==> src/stunbr_pkg.sv <==
// Shared types, constants and helper functions for the STUN binding response parser.
// Depends on nothing; every other file of the block imports it.
`default_nettype none

package stunbr_pkg;

    localparam int unsigned MAX_DATAGRAM_DEF = 512;
    localparam int unsigned HEADER_BYTES     = 20;
    // Attribute offsets can run past the 16-bit length plus header, so keep headroom.
    localparam int unsigned ATTR_W           = 18;

    localparam logic [31:0] MAGIC_COOKIE = 32'h2112A442;
    localparam logic [15:0] TYPE_SUCCESS = 16'h0101;
    localparam logic [15:0] ATTR_XOR     = 16'h0020;
    localparam logic [15:0] ATTR_PLAIN   = 16'h0001;
    localparam logic [7:0]  FAMILY_V4    = 8'h01;

    localparam int unsigned CFG_DATA_W  = 64;
    localparam int unsigned CFG_INDEX_W = 1;

    typedef enum logic [CFG_INDEX_W-1:0] {
        CFG_TXN_HEAD = 1'b0,
        CFG_TXN_TAIL = 1'b1
    } cfg_index_t;

    typedef enum logic [2:0] {
        ST_OK           = 3'd0,
        ST_TOO_SHORT    = 3'd1,
        ST_WRONG_SOURCE = 3'd2,
        ST_BAD_HEADER   = 3'd3,
        ST_OVERRUN      = 3'd4,
        ST_NO_ADDRESS   = 3'd5
    } status_t;

    typedef struct packed {
        logic [7:0] data;
        logic       last;
        logic       src;
    } in_item_t;

    typedef struct packed {
        logic [31:0] addr;
        logic [15:0] port;
        status_t     status;
    } result_t;

    // Expected value of a fixed header byte; the length bytes (2 and 3) are not checked.
    function automatic logic [7:0] expected_byte(input logic [4:0] p,
                                                 input logic [63:0] head,
                                                 input logic [31:0] tail);
        logic [7:0] e;
        begin
            case (p)
                5'd0:    e = TYPE_SUCCESS[15:8];
                5'd1:    e = TYPE_SUCCESS[7:0];
                5'd4:    e = MAGIC_COOKIE[31:24];
                5'd5:    e = MAGIC_COOKIE[23:16];
                5'd6:    e = MAGIC_COOKIE[15:8];
                5'd7:    e = MAGIC_COOKIE[7:0];
                5'd8:    e = head[63:56];
                5'd9:    e = head[55:48];
                5'd10:   e = head[47:40];
                5'd11:   e = head[39:32];
                5'd12:   e = head[31:24];
                5'd13:   e = head[23:16];
                5'd14:   e = head[15:8];
                5'd15:   e = head[7:0];
                5'd16:   e = tail[31:24];
                5'd17:   e = tail[23:16];
                5'd18:   e = tail[15:8];
                5'd19:   e = tail[7:0];
                default: e = 8'h00;
            endcase
            return e;
        end
    endfunction

    function automatic logic [ATTR_W-1:0] round_up4(input logic [15:0] len);
        logic [ATTR_W-1:0] r;
        begin
            r = (ATTR_W'(len) + ATTR_W'(3)) & ~ATTR_W'(3);
            return r;
        end
    endfunction

endpackage

`default_nettype wire

==> src/stunbr_parser.sv <==
// Per-datagram state of the STUN binding response parser: header check and attribute walk.
// Depends on stunbr_pkg; instantiated by stun_binding_response_parser_unit.
`default_nettype none

module stunbr_parser #(
    parameter int unsigned MAX_DATAGRAM = stunbr_pkg::MAX_DATAGRAM_DEF
) (
    input  wire logic               clk,
    input  wire logic               rst_n,
    input  wire logic               step,
    input  wire stunbr_pkg::in_item_t item,
    input  wire logic [63:0]        txn_head,
    input  wire logic [31:0]        txn_tail,
    output stunbr_pkg::result_t     result
);
    import stunbr_pkg::*;

    localparam int unsigned POS_W = $clog2(MAX_DATAGRAM + 1);

    typedef struct packed {
        logic [POS_W-1:0]  pos;
        logic              src_ok;
        logic              hdr_bad;
        logic [15:0]       msg_len;
        logic [ATTR_W-1:0] next_start;
        logic [15:0]       atype;
        logic [15:0]       alen;
        logic              cand;
        logic              found;
        logic [15:0]       port;
        logic [31:0]       addr;
    } dgram_t;

    localparam dgram_t DGRAM_CLEAR = '{
        pos:        '0,
        src_ok:     1'b0,
        hdr_bad:    1'b0,
        msg_len:    16'h0000,
        next_start: ATTR_W'(HEADER_BYTES),
        atype:      16'h0000,
        alen:       16'h0000,
        cand:       1'b0,
        found:      1'b0,
        port:       16'h0000,
        addr:       32'h0000_0000
    };

    dgram_t            state_reg;
    dgram_t            state_next;
    dgram_t            upd;
    logic [ATTR_W-1:0] p_x;
    logic [ATTR_W-1:0] attr_end;
    logic [ATTR_W-1:0] attr_end_upd;
    logic [ATTR_W-1:0] s;
    logic [ATTR_W-1:0] v;

    always_comb
    begin
        upd      = state_reg;
        p_x      = ATTR_W'(state_reg.pos);
        attr_end = ATTR_W'(HEADER_BYTES) + ATTR_W'(state_reg.msg_len);
        s        = state_reg.next_start;
        v        = s + ATTR_W'(4);

        // Bytes past the size limit are dropped; only their end flag matters.
        if (state_reg.pos < POS_W'(MAX_DATAGRAM))
        begin
            upd.pos = state_reg.pos + POS_W'(1);
            if (p_x < ATTR_W'(HEADER_BYTES))
            begin
                if (state_reg.pos == '0)
                begin
                    upd.src_ok = item.src;
                end
                if (p_x == ATTR_W'(2) || p_x == ATTR_W'(3))
                begin
                    upd.msg_len = {state_reg.msg_len[7:0], item.data};
                end
                else if (item.data != expected_byte(state_reg.pos[4:0], txn_head, txn_tail))
                begin
                    upd.hdr_bad = 1'b1;
                end
            end
            else if (!state_reg.found)
            begin
                if (!state_reg.cand)
                begin
                    // Collect the four-byte attribute header if it lies inside the message.
                    if (v <= attr_end && p_x >= s && p_x < v)
                    begin
                        if (p_x < s + ATTR_W'(2))
                        begin
                            upd.atype = {state_reg.atype[7:0], item.data};
                        end
                        else
                        begin
                            upd.alen = {state_reg.alen[7:0], item.data};
                        end
                        if (p_x == s + ATTR_W'(3))
                        begin
                            if ((upd.atype == ATTR_XOR || upd.atype == ATTR_PLAIN) &&
                                upd.alen >= 16'd8 && v + ATTR_W'(upd.alen) <= attr_end)
                            begin
                                upd.cand = 1'b1;
                            end
                            else
                            begin
                                upd.next_start = v + round_up4(upd.alen);
                            end
                        end
                    end
                end
                else
                begin
                    if (p_x == v + ATTR_W'(1))
                    begin
                        if (item.data != FAMILY_V4)
                        begin
                            upd.cand       = 1'b0;
                            upd.next_start = v + round_up4(state_reg.alen);
                        end
                    end
                    else if (p_x == v + ATTR_W'(2) || p_x == v + ATTR_W'(3))
                    begin
                        upd.port = {state_reg.port[7:0], item.data};
                    end
                    else if (p_x >= v + ATTR_W'(4) && p_x <= v + ATTR_W'(7))
                    begin
                        upd.addr = {state_reg.addr[23:0], item.data};
                        if (p_x == v + ATTR_W'(7))
                        begin
                            if (state_reg.atype == ATTR_XOR)
                            begin
                                upd.port = state_reg.port ^ MAGIC_COOKIE[31:16];
                                upd.addr = {state_reg.addr[23:0], item.data} ^ MAGIC_COOKIE;
                            end
                            upd.found = 1'b1;
                        end
                    end
                end
            end
        end

        // Verdict from the state including this byte; earlier checks take priority.
        attr_end_upd = ATTR_W'(HEADER_BYTES) + ATTR_W'(upd.msg_len);
        result.port  = 16'h0000;
        result.addr  = 32'h0000_0000;
        if (ATTR_W'(upd.pos) < ATTR_W'(HEADER_BYTES))
        begin
            result.status = ST_TOO_SHORT;
        end
        else if (!upd.src_ok)
        begin
            result.status = ST_WRONG_SOURCE;
        end
        else if (upd.hdr_bad)
        begin
            result.status = ST_BAD_HEADER;
        end
        else if (attr_end_upd > ATTR_W'(upd.pos))
        begin
            result.status = ST_OVERRUN;
        end
        else if (!upd.found || upd.port == 16'h0000)
        begin
            result.status = ST_NO_ADDRESS;
        end
        else
        begin
            result.status = ST_OK;
            result.port   = upd.port;
            result.addr   = upd.addr;
        end

        state_next = item.last ? DGRAM_CLEAR : upd;
    end

    always_ff @(posedge clk or negedge rst_n)
    begin
        if (!rst_n)
        begin
            state_reg <= DGRAM_CLEAR;
        end
        else if (step)
        begin
            state_reg <= state_next;
        end
    end

endmodule

`default_nettype wire

==> src/stun_binding_response_parser_unit.sv <==
// Top level of the STUN binding response parser: stream ports, configuration and output register.
// Depends on stunbr_pkg and stunbr_parser.
//
// Feed a received UDP datagram one byte per transfer, tlast on its final byte and the
// source-match flag in tuser with the first byte. The block takes one byte every clock cycle
// unless a waiting result holds it; each byte is held in an input register, then folded into
// the datagram state by a single pass of compares against the running attribute offsets. One
// result transfer (status, port, IPv4 address) follows each datagram, via the input and then
// the output register; a waiting result stalls the input only when another datagram ends.
// Bytes beyond MAX_DATAGRAM are ignored except for their tlast. The user must write the expected
// transaction id through the configuration port while no datagram is in progress (not enforced).
`default_nettype none

module stun_binding_response_parser_unit #(
    parameter int unsigned MAX_DATAGRAM = stunbr_pkg::MAX_DATAGRAM_DEF
) (
    input  wire logic                               clk,
    input  wire logic                               rst_n,
    input  wire logic                               s_axis_tvalid,
    output logic                                    s_axis_tready,
    input  wire logic [7:0]                         s_axis_tdata,  // data_byte
    input  wire logic                               s_axis_tlast,  // end_of_datagram
    input  wire logic                               s_axis_tuser,  // source_match
    output logic                                    m_axis_tvalid,
    input  wire logic                               m_axis_tready,
    // status [2:0], decoded port [18:3], decoded IPv4 address [50:19], zero fill [55:51]
    output logic [55:0]                             m_axis_tdata,
    input  wire logic                               cfg_we,
    input  wire logic [stunbr_pkg::CFG_INDEX_W-1:0] cfg_index,
    input  wire logic [stunbr_pkg::CFG_DATA_W-1:0]  cfg_data
);
    import stunbr_pkg::*;

    logic [63:0] txn_head_reg;
    logic [31:0] txn_tail_reg;
    logic        in_valid_reg;
    in_item_t    in_item_reg;
    logic        out_valid_reg;
    logic        out_valid_next;
    result_t     out_reg;
    result_t     parse_result;
    logic        advance;
    logic        s_fire;

    // A byte that ends a datagram needs a free output register; other bytes always move on.
    assign advance       = in_valid_reg && (!in_item_reg.last || !out_valid_reg || m_axis_tready);
    assign s_axis_tready = !in_valid_reg || advance;
    assign s_fire        = s_axis_tvalid && s_axis_tready;

    always_comb
    begin
        out_valid_next = out_valid_reg;
        if (advance && in_item_reg.last)
        begin
            out_valid_next = 1'b1;
        end
        else if (m_axis_tready)
        begin
            out_valid_next = 1'b0;
        end
    end

    stunbr_parser #(
        .MAX_DATAGRAM (MAX_DATAGRAM)
    ) u_parser (
        .clk      (clk),
        .rst_n    (rst_n),
        .step     (advance),
        .item     (in_item_reg),
        .txn_head (txn_head_reg),
        .txn_tail (txn_tail_reg),
        .result   (parse_result)
    );

    always_ff @(posedge clk or negedge rst_n)
    begin
        if (!rst_n)
        begin
            txn_head_reg  <= 64'h0;
            txn_tail_reg  <= 32'h0;
            in_valid_reg  <= 1'b0;
            out_valid_reg <= 1'b0;
        end
        else
        begin
            if (cfg_we)
            begin
                case (cfg_index_t'(cfg_index))
                    CFG_TXN_HEAD: txn_head_reg <= cfg_data[63:0];
                    CFG_TXN_TAIL: txn_tail_reg <= cfg_data[31:0];
                    default:      txn_tail_reg <= txn_tail_reg;
                endcase
            end
            if (s_fire)
            begin
                in_valid_reg <= 1'b1;
            end
            else if (advance)
            begin
                in_valid_reg <= 1'b0;
            end
            out_valid_reg <= out_valid_next;
        end
    end

    always_ff @(posedge clk)
    begin
        if (s_fire)
        begin
            in_item_reg <= '{data: s_axis_tdata, last: s_axis_tlast, src: s_axis_tuser};
        end
        if (advance && in_item_reg.last)
        begin
            out_reg <= parse_result;
        end
    end

    assign m_axis_tvalid = out_valid_reg;
    assign m_axis_tdata  = {5'b00000, out_reg.addr, out_reg.port, out_reg.status};

endmodule

`default_nettype wire
==> config.mk <==
export PLATFORM = sky130hd
export DESIGN_NAME = stun_binding_response_parser_unit
export DESIGN_NICKNAME = d
export VERILOG_FILES = /design/src/stunbr_pkg.sv /design/src/stunbr_parser.sv /design/src/stun_binding_response_parser_unit.sv
export SDC_FILE = /design/constraint.sdc
export NUM_CORES = 1
export LEC_CHECK = 0
export ABC_AREA = 0
export BUFFER_PORTS_ARGS = -buffer_cell sky130_fd_sc_hd__buf_2
export CORE_MARGIN = 1
export CORE_UTILIZATION = 65
export DETAILED_ROUTE_END_ITERATION = 10
export MAX_ROUTING_LAYER = met4
export PLACE_DENSITY = 0.88
export SKIP_CTS_REPAIR_TIMING = 1
export SLEW_MARGIN = 20
export SYNTH_ARGS = -nofsm -noshare
export SYNTH_HDL_FRONTEND = slang
export SYNTH_HIERARCHICAL = 1
export SYNTH_SLANG_ARGS = --single-unit
export TNS_END_PERCENT = 5
==> constraint.sdc <==
create_clock -name clk -period 14.19 [get_ports clk]
set_input_delay 2.1285 -clock clk [delete_from_list [all_inputs] [get_ports clk]]
set_output_delay 2.1285 -clock clk [all_outputs]
set_load 0.02 [all_outputs]
==> results.json <==
{
  "wire_per_inst_um": 23.5,
  "power_frac_clock_pct": 37.2,
  "cts_buffers": 30,
  "grt_max_degree": 83,
  "vias_per_cell": 6.75,
  "yosys.area.top_type": "dfrtp_1",
  "area_growth_pct": 9.95,
  "io_pins": 138,
  "reg2reg_from": "u_parser/s[2]$_DFFE_PN1P_",
  "p_int_uw": 1580,
  "synthCells": 1947,
  "drt.antenna.violating_nets": 0,
  "multi_input_area_um2": 11400,
  "fillers": 2053,
  "antenna_found_initial": 0,
  "setup_viol": 0,
  "seqPwrFrac_pct": 42.5,
  "hold_violations": 0,
  "ctsHtreeMaxLevel": 1,
  "yosysMostFrequentCell": "dfrtp_1",
  "synthDominantCellAreaShare_pct": 28.2,
  "firstDrtPassIters": 6,
  "regArea_um2": 7440,
  "yosysSeqAreaShare_pct": 37.8,
  "grt_pass1_wl_um": 90300,
  "crit_path_top_delay_cell": "dfstp_2",
  "path_common_cell": "a21o_1",
  "synth.distinct_cells": 94,
  "skew_ns": 0.0541,
  "synth_common_cells": "222 x dfrtp_1, 178 x nand2_1, 141 x ha_1",
  "cp-start-kind": "register",
  "path_depth": 29,
  "swShare_pct": 29.5,
  "grt_use_total_pct": 38.8,
  "fin_crit_ns": 8.20,
  "dpl_cell_area_um2": 20500,
  "drtIter0Drc": 1955,
  "p_comb_share_pct": 20.3,
  "outcome": "finished, final reports clean",
  "r2r_end": "u_parser/s[10]$_DFFE_PN0P_",
  "drive_gt1_share_pct": 17.6,
  "ir_drop_uv": 122,
  "synth_area_um2": 19700,
  "slew_headroom_pct": 24.5,
  "worstSetupEndpointType": "register",
  "globalRouteOverflowTotal": 0,
  "gp_congestion": 0.983,
  "hold_class": "register to register",
  "die_w_um": 176,
  "synthArstFlopShare_pct": 78.6,
  "num_vias": 16549,
  "cts_buffer_depth": 3,
  "core_area_um2": 29700,
  "critical_path.max_fanout": 23,
  "setup_tns_ns": 0,
  "die_area_um2": 31000,
  "avgSynthCellArea_um2": 10.1,
  "drv_slew": 0,
  "cts_tree": "built",
  "crit_start": "u_parser/s[2]$_DFFE_PN1P_",
  "leakage_uw": 0.00971,
  "r2r_cells": 29,
  "path_buf_inv": 3,
  "drv_cap": 0,
  "rows": 63,
  "largest_register_ffs": 100,
  "crit_path_max_incr_delay_ns": 0.69,
  "drt_wl_total_um": 57700,
  "cp.arrival_ns": 8.68,
  "finalCritPeriodShare_pct": 57.8,
  "path_clk_slew_ns": 0.07,
  "p_per_area_nw_per_um2": 104,
  "worst_pin_slew_ns": 1.13,
  "worstSkewPairLatency_ns": 0.60,
  "ys_top_cells_by_area": "dfrtp_1 28%, edfxtp_1 9.3%, ha_1 9.0%",
  "critPathKind": "register to register",
  "grt_pass1_vias": 16365,
  "antenna_cells": 0,
  "crit_family": "compound AO/OA/AOI/OAI gates",
  "ys_warn_count": 6,
  "reg2reg_setup_slack_ns": 5.99,
  "drc": 0,
  "die_y_um": 176,
  "rsz0062_at_grt": "false",
  "initial_core_util_pct": 66.2,
  "crit_end": "u_parser/s[10]$_DFFE_PN0P_",
  "cts.sinks": 285,
  "synth_edf_count": 61,
  "crit_required_ns": 14.67,
  "io_buffers": 132,
  "final_cell_area_um2": 21600,
  "synth_ff_type": "dfrtp_1",
  "ys_seq_elements": 285,
  "layout.nets": 2261,
  "timing.fmax_mhz": 122,
  "clockRootBuffer": "clkbuf_16",
  "p_sw_uw": 663,
  "hpwl_um": 40800
}
[cell families (layout without fill, tap and decap cells)]
kind of cell,after synthesis,in the layout,share of synthesized area (%)
multiplexers,143,143,9.67
XOR/XNOR,149,149,6.92
adder cells (fa/ha/maj),143,143,9.17
buffers and inverters,182,293,4.51
AO/OA/AOI/OAI,469,469,16.8
AND/OR/NAND/NOR,574,574,15.0
flip-flops,285,285,37.8
other,2,6,0.0382
[worst min-delay path by stage]
stage                                            start                                  to  slack, ns  cells after the start
floorplan           u_parser/state_reg[24]$_DFFE_PN0P_  u_parser/state_reg[24]$_DFFE_PN0P_       0.45                      2
global placement    u_parser/state_reg[24]$_DFFE_PN0P_  u_parser/state_reg[24]$_DFFE_PN0P_       0.46                      2
detailed placement  u_parser/state_reg[29]$_DFFE_PN0P_  u_parser/state_reg[29]$_DFFE_PN0P_       0.48                      2
CTS                 u_parser/state_reg[29]$_DFFE_PN0P_  u_parser/state_reg[29]$_DFFE_PN0P_       0.50                      2
global route              txn_head_reg[13]$_DFFE_PN0P_        txn_head_reg[13]$_DFFE_PN0P_       0.53                      1
finish              u_parser/state_reg[29]$_DFFE_PN0P_  u_parser/state_reg[29]$_DFFE_PN0P_       0.50                      2
[power groups by stage]
stage	registers, uW	logic [uW]	clock network [uW]
floorplan	951	310	0
global placement	961	422	0
detailed placement	965	439	0
CTS	952	445	839
global route	960	491	871
finish	955	456	835
[area by class of cell]
cell class	instances	area share, %
Clock buffer	48	4.38
Clock inverter	8	0.561
Inverter	69	1.20
Multi-Input combinational cell	1484	52.8
Sequential cell	285	34.4
Tap cell	390	2.26
Timing Repair Buffer	168	4.46
[worst min-delay path, delay by kind of cell (launching register included)]
kind               cells  cell delay (ns)
AOI/OAI and AO/OA      1             0.07
and+or+nand+nor        1             0.05
DFF                    1             0.35
[stage by stage]
step	worst slack, ns	hold slack, ns	total power (uW)	utilization, %	std cells
after CTS	5.81	0.498	2240	72.7	2451
after global placement	6.09	0.464	1380	69.0	2395
after global routing	5.51	0.530	2320	72.8	2452
after floorplan	6.93	0.451	1260	-	1951
final	5.99	0.503	2250	72.8	2452
after detailed placement	5.88	0.483	1400	69.1	2395
[metal layers]
layer / vias up / track usage [%] / share of wire (%)
li1: 7362 / - / -
met1: 7950 / 48.7 / 39
met2: 1005 / 60.9 / 47
met3: 232 / 5.90 / 8.7
met4: 0 / 20.4 / 5.5
met5: - / - / 0
[layout by cell type, fill, tap and decap left out, types with 36 or more instances in the layout]
cell / count
dfrtp_1: 222
mux2_4: 90
buf_2: 131
nor2_1: 93
a21oi_1: 111
nor3_1: 42
nand3_1: 51
xnor2_1: 106
nand2_1: 178
inv_1: 67
edfxtp_1: 61
mux2i_1: 36
o21ai_0: 55
ha_1: 141
a22o_1: 77
xor2_1: 38
No activity file was read; power rests on OpenSTA's default activity.
